[src/msrl_pkg.sv]
`default_nettype none
package msrl_pkg;

   localparam int unsigned VAL_W = 24;
   localparam logic [VAL_W-1:0] ALL_ONES = {VAL_W{1'b1}};
   localparam logic [6:0] LONG_RUN_PITCHES = 7'd100;

   typedef enum logic [2:0] {
      ACT_WIDTH_THR  = 3'd0,
      ACT_LENGTH_THR = 3'd1,
      ACT_SPACE      = 3'd2,
      ACT_CORNER_W   = 3'd3,
      ACT_CORNER_S   = 3'd4,
      ACT_SPACING_Q  = 3'd5,
      ACT_CORNER_Q   = 3'd6,
      ACT_NONE       = 3'd7
   } action_type;

   localparam logic [1:0] AGGR_LENGTH = 2'd1;
   localparam logic [1:0] AGGR_WIDTH  = 2'd2;

   localparam logic [2:0] CSR_WIRE_WIDTH  = 3'd0;
   localparam logic [2:0] CSR_PITCH       = 3'd1;
   localparam logic [2:0] CSR_EOL_SPACE   = 3'd2;
   localparam logic [2:0] CSR_EOL_WIDTH   = 3'd3;
   localparam logic [2:0] CSR_LW_SPACE    = 3'd4;
   localparam logic [2:0] CSR_CORNER_EOL  = 3'd5;

   typedef struct packed {
      logic [2:0]        action;
      logic [2:0]        row_index;
      logic [2:0]        column_index;
      logic [VAL_W-1:0]  entry_value;
      logic signed [31:0] box_x_low;
      logic signed [31:0] box_x_high;
      logic signed [31:0] box_y_low;
      logic signed [31:0] box_y_high;
      logic              direction;
      logic [1:0]        aggr_mode;
   } req_type;

   typedef struct packed {
      logic [VAL_W-1:0] space_value;
      logic             result_kind;
   } rsp_type;

   // classified item handed from front to back
   typedef struct packed {
      action_type        action;
      logic [2:0]        row_index;
      logic [2:0]        column_index;
      logic [VAL_W-1:0]  entry_value;
      logic [VAL_W-1:0]  range_w;
      logic [VAL_W-1:0]  min_w;
      logic              long_run;
      logic              wide_mode;
   } item_type;

   typedef enum logic [2:0] {
      ST_IDLE,
      ST_WWALK,
      ST_LWALK,
      ST_CWALK,
      ST_READ,
      ST_OUT
   } state_type;

endpackage
`default_nettype wire

[src/metal_spacing_rule_lookup_top.sv]
`default_nettype none
// Spacing rule lookup for one metal layer. Requests either load rule tables
// (width/length thresholds, width-by-length space table, corner rows; no
// response) or query a box and return one response with the spacing and a
// kind bit. A front pipeline measures the box and classifies it; a back
// sequencer walks thresholds one per cycle: a spacing query walks width and,
// for a long run, length thresholds; a corner query walks corner rows.
// Config registers must be written through csr_ only while no request is in
// flight; the block itself does not enforce this.
module metal_spacing_rule_lookup_top #(
   parameter int unsigned WIDTH_ROWS  = 8,
   parameter int unsigned LENGTH_COLS = 8,
   parameter int unsigned CORNER_ROWS = 8
) (
   input  wire logic              clock,
   input  wire logic              reset,
   input  wire logic              req_valid,
   output logic                   req_ready,
   input  wire msrl_pkg::req_type req_data,
   output logic                   rsp_valid,
   input  wire logic              rsp_ready,
   output msrl_pkg::rsp_type      rsp_data,
   input  wire logic              csr_we,
   input  wire logic [2:0]        csr_index,
   input  wire logic [23:0]       csr_wdata
);
   logic [23:0] wire_width_ff, pitch_ff, eol_space_ff, eol_width_ff;
   logic [23:0] lw_space_ff, corner_eol_ff;

   always_ff @(posedge clock) begin
      if (reset) begin
         wire_width_ff <= '0;
         pitch_ff      <= 24'd1;
         eol_space_ff  <= '0;
         eol_width_ff  <= '0;
         lw_space_ff   <= '0;
         corner_eol_ff <= '0;
      end else if (csr_we) begin
         unique case (csr_index)
            msrl_pkg::CSR_WIRE_WIDTH: wire_width_ff <= csr_wdata;
            msrl_pkg::CSR_PITCH:      pitch_ff      <= csr_wdata;
            msrl_pkg::CSR_EOL_SPACE:  eol_space_ff  <= csr_wdata;
            msrl_pkg::CSR_EOL_WIDTH:  eol_width_ff  <= csr_wdata;
            msrl_pkg::CSR_LW_SPACE:   lw_space_ff   <= csr_wdata;
            msrl_pkg::CSR_CORNER_EOL: corner_eol_ff <= csr_wdata;
            default: ;
         endcase
      end
   end

   // front-to-back hand-off
   logic               item_valid, item_ready;
   msrl_pkg::item_type item_data;
   logic [25:0]        run_length;

   msrl_front u_front (
      .clock, .reset, .req_valid, .req_ready, .req_data,
      .wire_width(wire_width_ff), .track_pitch(pitch_ff),
      .item_valid, .item_ready, .item_data, .run_length
   );

   msrl_back #(
      .WIDTH_ROWS(WIDTH_ROWS), .LENGTH_COLS(LENGTH_COLS), .CORNER_ROWS(CORNER_ROWS)
   ) u_back (
      .clock, .reset, .item_valid, .item_ready, .item_data, .run_length,
      .max_eol_space(eol_space_ff), .max_eol_width(eol_width_ff),
      .larger_width_space(lw_space_ff), .corner_eol_width(corner_eol_ff),
      .rsp_valid, .rsp_ready, .rsp_data
   );
endmodule
`default_nettype wire

[src/msrl_front.sv]
`default_nettype none
module msrl_front (
   input  wire logic              clock,
   input  wire logic              reset,
   input  wire logic              req_valid,
   output logic                   req_ready,
   input  wire msrl_pkg::req_type req_data,
   input  wire logic [23:0]       wire_width,
   input  wire logic [23:0]       track_pitch,
   output logic                   item_valid,
   input  wire logic              item_ready,
   output msrl_pkg::item_type     item_data,
   output logic [25:0]            run_length
);
   // stage 1: extents and products; stage 2: compare/classify
   logic                  s1_valid_ff;
   msrl_pkg::req_type     s1_req_ff;
   logic [23:0]           s1_wx_ff, s1_wy_ff;
   logic [30:0]           s1_lim_ff;
   logic [25:0]           s1_run_ff;
   logic                  s2_valid_ff, s2_valid_in;
   msrl_pkg::item_type    s2_item_ff, s2_item_in;
   logic [25:0]           s2_run_ff;
   logic                  s1_adv, s2_adv;

   function automatic logic [23:0] ext(input logic signed [31:0] lo,
                                       input logic signed [31:0] hi);
      logic signed [32:0] d;
      d = 33'(hi) - 33'(lo);
      if (d < 0) return 24'd0;
      if (d > 33'sd16777215) return 24'hFFFFFF;
      return d[23:0];
   endfunction

   assign s2_adv = !s2_valid_ff || item_ready;
   assign s1_adv = !s1_valid_ff || s2_adv;
   assign req_ready = s1_adv;
   assign s2_valid_in = s2_adv ? s1_valid_ff : s2_valid_ff;

   always_ff @(posedge clock) begin
      if (reset) begin
         s1_valid_ff <= 1'b0;
         s2_valid_ff <= 1'b0;
      end else begin
         if (s1_adv) s1_valid_ff <= req_valid;
         s2_valid_ff <= s2_valid_in;
      end
      if (s1_adv && req_valid) begin
         s1_req_ff <= req_data;
         s1_wx_ff  <= ext(req_data.box_x_low, req_data.box_x_high);
         s1_wy_ff  <= ext(req_data.box_y_low, req_data.box_y_high);
         s1_lim_ff <= 31'(track_pitch) * 31'(msrl_pkg::LONG_RUN_PITCHES);
         s1_run_ff <= {1'b0, track_pitch, 1'b0} + 26'(wire_width);
      end
      if (s2_adv && s1_valid_ff) begin
         s2_item_ff <= s2_item_in;
         s2_run_ff  <= s1_run_ff;
      end
   end

   always_comb begin
      logic [23:0] rng;
      rng = s1_req_ff.direction ? s1_wx_ff : s1_wy_ff;
      s2_item_in.action       = msrl_pkg::action_type'(s1_req_ff.action);
      s2_item_in.row_index    = s1_req_ff.row_index;
      s2_item_in.column_index = s1_req_ff.column_index;
      s2_item_in.entry_value  = s1_req_ff.entry_value;
      s2_item_in.range_w      = rng;
      s2_item_in.min_w        = (s1_wx_ff < s1_wy_ff) ? s1_wx_ff : s1_wy_ff;
      s2_item_in.long_run     = (s1_req_ff.aggr_mode == msrl_pkg::AGGR_LENGTH) &&
                                (31'(rng) > s1_lim_ff);
      s2_item_in.wide_mode    = (s1_req_ff.aggr_mode == msrl_pkg::AGGR_WIDTH);
   end

   assign item_valid = s2_valid_ff;
   assign item_data  = s2_item_ff;
   assign run_length = s2_run_ff;
endmodule
`default_nettype wire

[src/msrl_back.sv]
`default_nettype none
module msrl_back #(
   parameter int unsigned WIDTH_ROWS  = 8,
   parameter int unsigned LENGTH_COLS = 8,
   parameter int unsigned CORNER_ROWS = 8
) (
   input  wire logic               clock,
   input  wire logic               reset,
   input  wire logic               item_valid,
   output logic                    item_ready,
   input  wire msrl_pkg::item_type item_data,
   input  wire logic [25:0]        run_length,
   input  wire logic [23:0]        max_eol_space,
   input  wire logic [23:0]        max_eol_width,
   input  wire logic [23:0]        larger_width_space,
   input  wire logic [23:0]        corner_eol_width,
   output logic                    rsp_valid,
   input  wire logic               rsp_ready,
   output msrl_pkg::rsp_type       rsp_data
);
   localparam int unsigned WB = (WIDTH_ROWS > 1) ? $clog2(WIDTH_ROWS) : 1;
   localparam int unsigned LB = (LENGTH_COLS > 1) ? $clog2(LENGTH_COLS) : 1;
   localparam int unsigned CB = (CORNER_ROWS > 1) ? $clog2(CORNER_ROWS) : 1;
   localparam int unsigned TB = WB + LB;

   logic [23:0] wthr_ff [WIDTH_ROWS];
   logic [23:0] lthr_ff [LENGTH_COLS];
   logic [23:0] cthr_ff [CORNER_ROWS];
   logic [23:0] csp_ff  [CORNER_ROWS];
   logic [23:0] table_mem [WIDTH_ROWS*LENGTH_COLS];
   logic [WIDTH_ROWS*LENGTH_COLS-1:0] tvalid_ff;

   msrl_pkg::state_type state_ff, state_in;
   msrl_pkg::item_type  it_ff;
   logic [25:0]         run_ff;
   logic [WB-1:0]       wi_ff, wi_in;
   logic [LB-1:0]       li_ff, li_in;
   logic [CB-1:0]       ci_ff, ci_in;
   logic [23:0]         rd_ff;
   logic                rdv_ff;
   logic                kind_ff;
   logic [23:0]         cres_ff;
   logic                rsp_valid_ff;
   msrl_pkg::rsp_type   rsp_ff;
   logic                take, eol_hit;
   logic [TB-1:0]       taddr;

   assign eol_hit = (it_ff.range_w < max_eol_width) && (max_eol_space != 24'd0);
   assign taddr = TB'(wi_ff * LENGTH_COLS + li_ff);

   function automatic msrl_pkg::rsp_type rsp_in();
      msrl_pkg::rsp_type r;
      logic [23:0] s;
      if (kind_ff) s = cres_ff;
      else begin
         s = eol_hit ? max_eol_space : (rdv_ff ? rd_ff : 24'd0);
         if (it_ff.wide_mode && larger_width_space > s) s = larger_width_space;
      end
      r.space_value = s;
      r.result_kind = kind_ff;
      return r;
   endfunction

   always_comb begin
      state_in = state_ff;
      unique case (state_ff)
         msrl_pkg::ST_IDLE: if (item_valid) begin
            unique case (item_data.action)
               msrl_pkg::ACT_SPACING_Q: state_in = msrl_pkg::ST_WWALK;
               msrl_pkg::ACT_CORNER_Q:  state_in = msrl_pkg::ST_CWALK;
               default:                 state_in = msrl_pkg::ST_IDLE;
            endcase
         end
         msrl_pkg::ST_WWALK:
            if (eol_hit) state_in = msrl_pkg::ST_READ;
            else if (wi_ff == '0 || wthr_ff[wi_ff] < it_ff.min_w)
               state_in = it_ff.long_run ? msrl_pkg::ST_LWALK : msrl_pkg::ST_READ;
         msrl_pkg::ST_LWALK:
            if (li_ff == '0 || 26'(lthr_ff[li_ff]) < run_ff) state_in = msrl_pkg::ST_READ;
         msrl_pkg::ST_CWALK:
            if (it_ff.min_w < corner_eol_width || ci_ff == '0 ||
                cthr_ff[ci_ff] < it_ff.min_w) state_in = msrl_pkg::ST_READ;
         msrl_pkg::ST_READ: state_in = msrl_pkg::ST_OUT;
         msrl_pkg::ST_OUT: if (!rsp_valid_ff || rsp_ready) state_in = msrl_pkg::ST_IDLE;
         default: state_in = msrl_pkg::ST_IDLE;
      endcase
   end

   always_comb begin
      item_ready = (state_ff == msrl_pkg::ST_IDLE);
      take = item_ready && item_valid;
      wi_in = wi_ff;
      li_in = li_ff;
      ci_in = ci_ff;
      if (take) begin
         wi_in = WB'(WIDTH_ROWS - 1);
         li_in = '0;
         ci_in = CB'(CORNER_ROWS - 1);
      end else begin
         if (state_ff == msrl_pkg::ST_WWALK && state_in == msrl_pkg::ST_LWALK)
            li_in = LB'(LENGTH_COLS - 1);
         if (state_ff == msrl_pkg::ST_WWALK && state_in == msrl_pkg::ST_WWALK)
            wi_in = wi_ff - 1'b1;
         if (state_ff == msrl_pkg::ST_LWALK && state_in == msrl_pkg::ST_LWALK)
            li_in = li_ff - 1'b1;
         if (state_ff == msrl_pkg::ST_CWALK && state_in == msrl_pkg::ST_CWALK)
            ci_in = ci_ff - 1'b1;
      end
   end

   always_ff @(posedge clock) begin
      if (reset) begin
         state_ff <= msrl_pkg::ST_IDLE;
         rsp_valid_ff <= 1'b0;
         tvalid_ff <= '0;
         for (int i = 0; i < WIDTH_ROWS; i++) wthr_ff[i] <= msrl_pkg::ALL_ONES;
         for (int i = 0; i < LENGTH_COLS; i++) lthr_ff[i] <= msrl_pkg::ALL_ONES;
         for (int i = 0; i < CORNER_ROWS; i++) begin
            cthr_ff[i] <= msrl_pkg::ALL_ONES;
            csp_ff[i]  <= '0;
         end
      end else begin
         state_ff <= state_in;
         rsp_valid_ff <= (state_ff == msrl_pkg::ST_OUT && state_in == msrl_pkg::ST_IDLE) ||
                         (rsp_valid_ff && !rsp_ready);
         if (take) begin
            unique case (item_data.action)
               msrl_pkg::ACT_WIDTH_THR:
                  if (32'(item_data.row_index) < WIDTH_ROWS)
                     wthr_ff[WB'(item_data.row_index)] <= item_data.entry_value;
               msrl_pkg::ACT_LENGTH_THR:
                  if (32'(item_data.column_index) < LENGTH_COLS)
                     lthr_ff[LB'(item_data.column_index)] <= item_data.entry_value;
               msrl_pkg::ACT_SPACE:
                  if (32'(item_data.row_index) < WIDTH_ROWS &&
                      32'(item_data.column_index) < LENGTH_COLS)
                     tvalid_ff[TB'(item_data.row_index * LENGTH_COLS +
                                    item_data.column_index)] <= 1'b1;
               msrl_pkg::ACT_CORNER_W:
                  if (32'(item_data.row_index) < CORNER_ROWS)
                     cthr_ff[CB'(item_data.row_index)] <= item_data.entry_value;
               msrl_pkg::ACT_CORNER_S:
                  if (32'(item_data.row_index) < CORNER_ROWS)
                     csp_ff[CB'(item_data.row_index)] <= item_data.entry_value;
               default: ;
            endcase
         end
      end
      wi_ff <= wi_in;
      li_ff <= li_in;
      ci_ff <= ci_in;
      if (take) begin
         it_ff  <= item_data;
         run_ff <= run_length;
         kind_ff <= (item_data.action == msrl_pkg::ACT_CORNER_Q);
         if (item_data.action == msrl_pkg::ACT_SPACE &&
             32'(item_data.row_index) < WIDTH_ROWS &&
             32'(item_data.column_index) < LENGTH_COLS)
            table_mem[TB'(item_data.row_index * LENGTH_COLS + item_data.column_index)]
               <= item_data.entry_value;
      end
      if (state_ff == msrl_pkg::ST_READ) begin
         rd_ff  <= table_mem[taddr];
         rdv_ff <= tvalid_ff[taddr];
      end
      if (state_ff == msrl_pkg::ST_CWALK && state_in == msrl_pkg::ST_READ)
         cres_ff <= (it_ff.min_w < corner_eol_width) ? 24'd0 : csp_ff[ci_ff];
      if (state_ff == msrl_pkg::ST_OUT && state_in == msrl_pkg::ST_IDLE)
         rsp_ff <= rsp_in();
   end

   assign rsp_valid = rsp_valid_ff;
   assign rsp_data  = rsp_ff;
endmodule
`default_nettype wire
[config.mk]
export PLATFORM = sky130hd
export DESIGN_NAME = metal_spacing_rule_lookup_top
export DESIGN_NICKNAME = d
export VERILOG_FILES = /design/src/msrl_pkg.sv /design/src/metal_spacing_rule_lookup_top.sv /design/src/msrl_front.sv /design/src/msrl_back.sv
export SDC_FILE = /design/constraint.sdc
export NUM_CORES = 2
export LEC_CHECK = 0
export ABC_AREA = 1
export BUFFER_PORTS_ARGS = -buffer_cell sky130_fd_sc_hd__buf_2
export CORE_ASPECT_RATIO = 1.5
export CORE_MARGIN = 10
export CORE_UTILIZATION = 39
export CTS_CLUSTER_SIZE = 14
export DETAILED_ROUTE_END_ITERATION = 8
export PLACE_DENSITY = 0.63
export SETUP_SLACK_MARGIN = 0.05
export SLEW_MARGIN = 20
export SYNTH_ARGS = -nofsm -noshare
export SYNTH_HDL_FRONTEND = slang
export SYNTH_SLANG_ARGS = --single-unit
[constraint.sdc]
create_clock -name clock -period 18.4 [get_ports clock]
set_input_delay 1.84 -clock clock [delete_from_list [all_inputs] [get_ports clock]]
set_output_delay 1.84 -clock clock [all_outputs]
set_load 0.02 [all_outputs]
==> results.md <==
- The highest routing layer actually used is met5.
- The summed negative setup slack over all endpoints is 0 ns.
- For this design the total switching power over the nets is 0.00427 W.
- The height of the chip is 720 um.
- The logic depth of the worst setup path including buffers is 18.
- In the routed design, unresolved DRC markers number 0.
- The number of global-route vias before repair is 84300.
- The critical path capture point type is a flop.
- The proportion of layout cells with a drive suffix above 1 is 9.37%.
- The count of final hold-check violations is 0.
- Data on the critical path is required at its endpoint by 19.01 ns.
- In this run the static leakage power is 47.9 nW.
- The half-perimeter wire length of the detailed placement result is 237000 um.
- The combined global-route utilization of all metal layers is a little over a fifth.
- Per report_power, the combinational group accounts for 14.6% of the total.
- During I/O placement, the number of pins put on the boundary was 223.
- The clock network burns 36.9% of the power.
- The synthesized instance count is 11200.
- The data arrival time at the worst-slack endpoint is around 6.5 ns.
- The first-pass GRT wire length is 561000 um.
- The top cell type's share of synthesized area is roughly 64%.
- The proportion of power drawn by flip-flops and latches is between 40% and 50%.
- The maximum buffer depth of the clock tree is 4.
- For this block, the via count after detailed routing is 88000.
- The total length of routed met3 wires is around 26000 um.
- CTS placed an instance of sky130_fd_sc_hd__clkbuf_16 at the clock tree root.
- For the finished layout, the period the worst path requires is 5.89 ns.
- Entering global routing, the biggest net connects 203 pins.
- Traced cell by cell, the critical path runs through ha_1 -> a21oi_1 -> nor2_1 -> a211oi_1 -> o21ai_0 -> a21oi_1 -> nand3_2 -> o21ai_0 -> inv_1 -> ha_1 -> a21oi_1 -> nor2_1 -> a2111oi_0 -> nand3_1 -> nand2_1 -> inv_1 -> nor2_1 -> o21ai_0.
- The number of flops mapped to enable cells by yosys is roughly 2700.
- The net count after synthesis is about 12000.
- Synthesis instantiated 74 different standard cells from the library.
- The maximum clock frequency is ~0.17 GHz.
- The number of buffers added by the clock tree synthesis step is ~290.
- Cell internal power was estimated by the tool at 0.0112 W.
- The total met2 wirelength after detailed routing is slightly below 200000 um.
- The post-cts gate resize count is 0.
- Setup violations remaining at the end of the flow were counted as 0.
- Overall power consumption after layout is estimated at 0.0154 W.
- For this run, the slowest stage of the critical path takes a little under 0.8 ns.
- Routability-driven placement finished with a final weighted congestion of just under 0.9.
- The number of buffer and inverter stages on the critical path is 2.
- In this run the worst path has a maximum fanout of 51.
- After the first detailed-routing iteration, the DRC count stood at 9512.
- The origin of the worst setup path is u_back.it_ff[47].
- The cell with the largest stage delay on the worst path is sky130_fd_sc_hd__nand3_2.
- The pin slew with the least headroom to its limit is 1.27 ns.
- The flow ran to the end, and the final reports show no timing, DRC or antenna violations.
- After layout, the worst path uses 32.0% of the clock period.
- The worst register-to-register path begins at u_back.it_ff[47].
- The number of H-tree levels is 5.
- The number of synthesized register bits is 2935.
- The clock arrives with 0.104 ns of skew.
- The initial antenna violation count was 19.
- Measured against its own limit, the worst slew margin works out to 14.5%.
- The final number of max-transition violations is 0.
- The region available for standard cell placement spans 0.324 mm^2.
- The share of total power consumed by net switching is 27.7%.
- On the critical path the largest part of the delay comes from compound AO/OA/AOI/OAI gates.
- The post-route antenna net violation count is 0.
- Setup repair after global routing left no endpoint under its margin.
- The register area share after synthesis is 67.4%.
- The critical path class is flop to flop.
- Clock-pin slew was measured on the worst setup and hold paths at 0.06 ns.
- In this run the critical register-to-register path is captured at u_back.rsp_data[15].
- The tool flagged a number of max-cap violations equal to 0.
- Summed over all instances, the cell type with the most area after synthesis is sky130_fd_sc_hd__edfxtp_1.
- The quantity of hold-fixing buffers added after cts is 0.
- The worst-case IR drop observed on VDD is between 0.08 and 0.09 mV.
- In this run the cell area of the synthesized design comes to 0.127 mm^2.
- The die is 486 um wide.
- The buffer count from post-CTS setup fixing is 0.
- The count of input and output buffers is roughly 220.
- The Yosys step of the flow raised 0 warnings.
- The initial standard-cell utilization of the core is 39.2%.
- The category of the worst setup path launch point is a flop.
- The clock reaches the later pin of the worst-skew pair after 0.93 ns.
- In the final routing, the length of wire on met1 measures 142000 um.
- Dividing total power by cell area gives a power density of 109 mW/mm^2.
- The number of vias per cell after detailed routing is 5.59.
- Wires add up to 388000 um.
- The clock tree from TritonCTS is yes.
- The overflow left after global routing is 0.
- The pre-antenna-repair detailed-routing pass consisted of 6 iterations.
- The min-delay analysis places its worst path in the category flop to flop.
- The area growth from synthesis to final layout is 11.6%.
- After synthesis, the cell types taking the most area are sky130_fd_sc_hd__edfxtp_1 64%, sky130_fd_sc_hd__nor2_1 6.7%, sky130_fd_sc_hd__o21ai_0 6.7%, sky130_fd_sc_hd__dfxtp_1 3.6%, sky130_fd_sc_hd__ha_1 3.5%.
- In the final routed layout, each cell accounts on average for about 25 um.
- Once placement completed, the tool counted placed cells totaling 15200.
- The die footprint is 0.350 mm^2.
- After synthesis, the share of flip-flops with an asynchronous set or reset is 0%.
- The synthesized area per cell is 11.3 um^2.
- After the last flow step, the layout net total stands at 11800.
- The number of standard cells in the final layout excluding fillers is about 16000.
- The total number of placement rows is roughly 260.
- The end point of the critical path is u_back.rsp_data[15].
- The total number of clock tree sinks is 2935.
- Measured in cells, the most critical reg-to-reg path has a length of 18.
- For this run, the leading register cell type out of synthesis is sky130_fd_sc_hd__edfxtp_1.
- The reg2reg setup slack is 12.51 ns.
## cell usage in the layout (no fill, tap or decap), types with 27 or more instances in the layout
master                      count
sky130_fd_sc_hd__buf_4        238
sky130_fd_sc_hd__buf_2        221
sky130_fd_sc_hd__nand2_1     1004
sky130_fd_sc_hd__clkinv_1      48
sky130_fd_sc_hd__dfxtp_1      223
sky130_fd_sc_hd__nand3_1      108
sky130_fd_sc_hd__o21ai_0     1680
sky130_fd_sc_hd__o22ai_1      491
sky130_fd_sc_hd__nand4_1       58
sky130_fd_sc_hd__o211ai_1      35
sky130_fd_sc_hd__inv_1        570
sky130_fd_sc_hd__clkbuf_16    293
sky130_fd_sc_hd__a21oi_1      326
sky130_fd_sc_hd__edfxtp_1    2703
sky130_fd_sc_hd__nor3_1        41
sky130_fd_sc_hd__o221ai_1     112
sky130_fd_sc_hd__ha_1         354
sky130_fd_sc_hd__a31oi_1       77
sky130_fd_sc_hd__clkinv_2      32
sky130_fd_sc_hd__xor2_1        49
sky130_fd_sc_hd__a21oi_2       27
sky130_fd_sc_hd__nor2_2        78
sky130_fd_sc_hd__nor2_1      2217
sky130_fd_sc_hd__xnor2_1       46
sky130_fd_sc_hd__clkbuf_1      87
## power by group through the flow
stage | clock [W] | sequential, W | combinational (W)
6_report | 0.00570 | 0.00749 | 0.00225
5_1_grt | 0.00602 | 0.00749 | 0.00242
4_1_cts | 0.00578 | 0.00749 | 0.00224
3_5_place_dp | 0 | 0.00763 | 0.00223
3_3_place_gp | 0 | 0.00763 | 0.00221
2_1_floorplan | 0 | 0.00759 | 0.00133
## final cells by class
type	instances	area, um^2
Antenna cell	4	10.0
Clock buffer	395	7870
Clock inverter	109	973
Fill cell	29800	182000
Inverter	599	2280
Multi-Input combinational cell	6973	36700
Sequential cell	2935	85800
Tap cell	4257	5330
Timing Repair Buffer	466	3050
## routing by layer
layer	vias up	GRT usage, %
li1	40100	-
met3	800	2.91
met5	-	0
met2	3556	37.1
met4	10	11.8
met1	43600	25.0
## logic make-up after synthesis
logic type | share of synthesized area, %
and+or+nand+nor | 11.2
DFF | 67.4
AOI/OAI and AO/OA | 12.8
buffers and inverters | 4.11
adders and majority gates | 3.83
xor gates and xnor gates | 0.679
## how the worst min path moves through the flow
| stage | from | to | slack [ns] | cells past startpoint |
|---|---|---|---|---|
| 4_1_cts | u_front.run_length[11] | u_back.run_ff[11] | 0.41 | 0 |
| 3_3_place_gp | u_front.s1_req_ff[150] | u_front.item_data[69] | 0.40 | 0 |
| 6_report | u_front.run_length[11] | u_back.run_ff[11] | 0.41 | 0 |
| 5_1_grt | u_front.s1_run_ff[8] | u_front.run_length[8] | 0.42 | 0 |
| 3_5_place_dp | u_front.item_data[19] | u_back.it_ff[19] | 0.40 | 0 |
| 2_1_floorplan | u_front.item_data[0] | u_back.it_ff[0] | 0.40 | 0 |
## state kept, by name (all words and copies together), names as in the netlist, 29 cells and up, named ones only
name	flops
u_back.csp_ff	192
u_back.cthr_ff	192
u_back.it_ff	50
u_back.lthr_ff	192
u_back.table_mem	1536
u_back.tvalid_ff	64
u_back.wthr_ff	192
u_front.item_data	83
u_front.s1_lim_ff	29
u_front.s1_req_ff	36
## cell usage after synthesis, drive strengths merged (4+ instances only)
cell    instances
edfxtp       2703
nor2         2309
o21ai        1719
nand2        1023
inv           588
clkbuf        574
o22ai         491
a21oi         356
ha            354
dfxtp         232
buf           151
nand3         114
o221ai        113
a31oi          77
nand4          59
xor2           51
nor3           47
xnor2          46
o211ai         36
and3           25
fa             22
o21bai         19
a21o           16
nor4           16
o32ai          16
o21a           13
clkinv         11
a21boi          9
a211oi          8
o31ai           7
nand3b          4
## worst register-to-register path: stages (launching register included)
cell and delay (ns):
sky130_fd_sc_hd__edfxtp_1 0.37, sky130_fd_sc_hd__ha_1 0.30, sky130_fd_sc_hd__a21oi_1 0.15, sky130_fd_sc_hd__nor2_1 0.05, sky130_fd_sc_hd__a211oi_1 0.19, sky130_fd_sc_hd__o21ai_0 0.15
sky130_fd_sc_hd__a21oi_1 0.17, sky130_fd_sc_hd__nand3_2 0.78, sky130_fd_sc_hd__o21ai_0 0.65, sky130_fd_sc_hd__inv_1 0.09, sky130_fd_sc_hd__ha_1 0.29, sky130_fd_sc_hd__a21oi_1 0.14
sky130_fd_sc_hd__nor2_1 0.05, sky130_fd_sc_hd__a2111oi_0 0.49, sky130_fd_sc_hd__nand3_1 0.14, sky130_fd_sc_hd__nand2_1 0.65, sky130_fd_sc_hd__inv_1 0.64, sky130_fd_sc_hd__nor2_1 0.26
sky130_fd_sc_hd__o21ai_0 0.09
## per-stage QoR
stage / area (um^2) / worst slack (ns) / utilization [%] / hold slack (ns)
final: 142000 / 12.51 / 43.8 / 0.410
after global placement: 133000 / 12.49 / 41.0 / 0.402
after floorplan: 127000 / 12.65 / - / 0.400
after global routing: 142000 / 11.77 / 43.8 / 0.422
after CTS: 142000 / 12.51 / 43.8 / 0.411
after detailed placement: 133000 / 12.51 / 41.0 / 0.405
No activity file was read; power rests on OpenSTA's default activity.
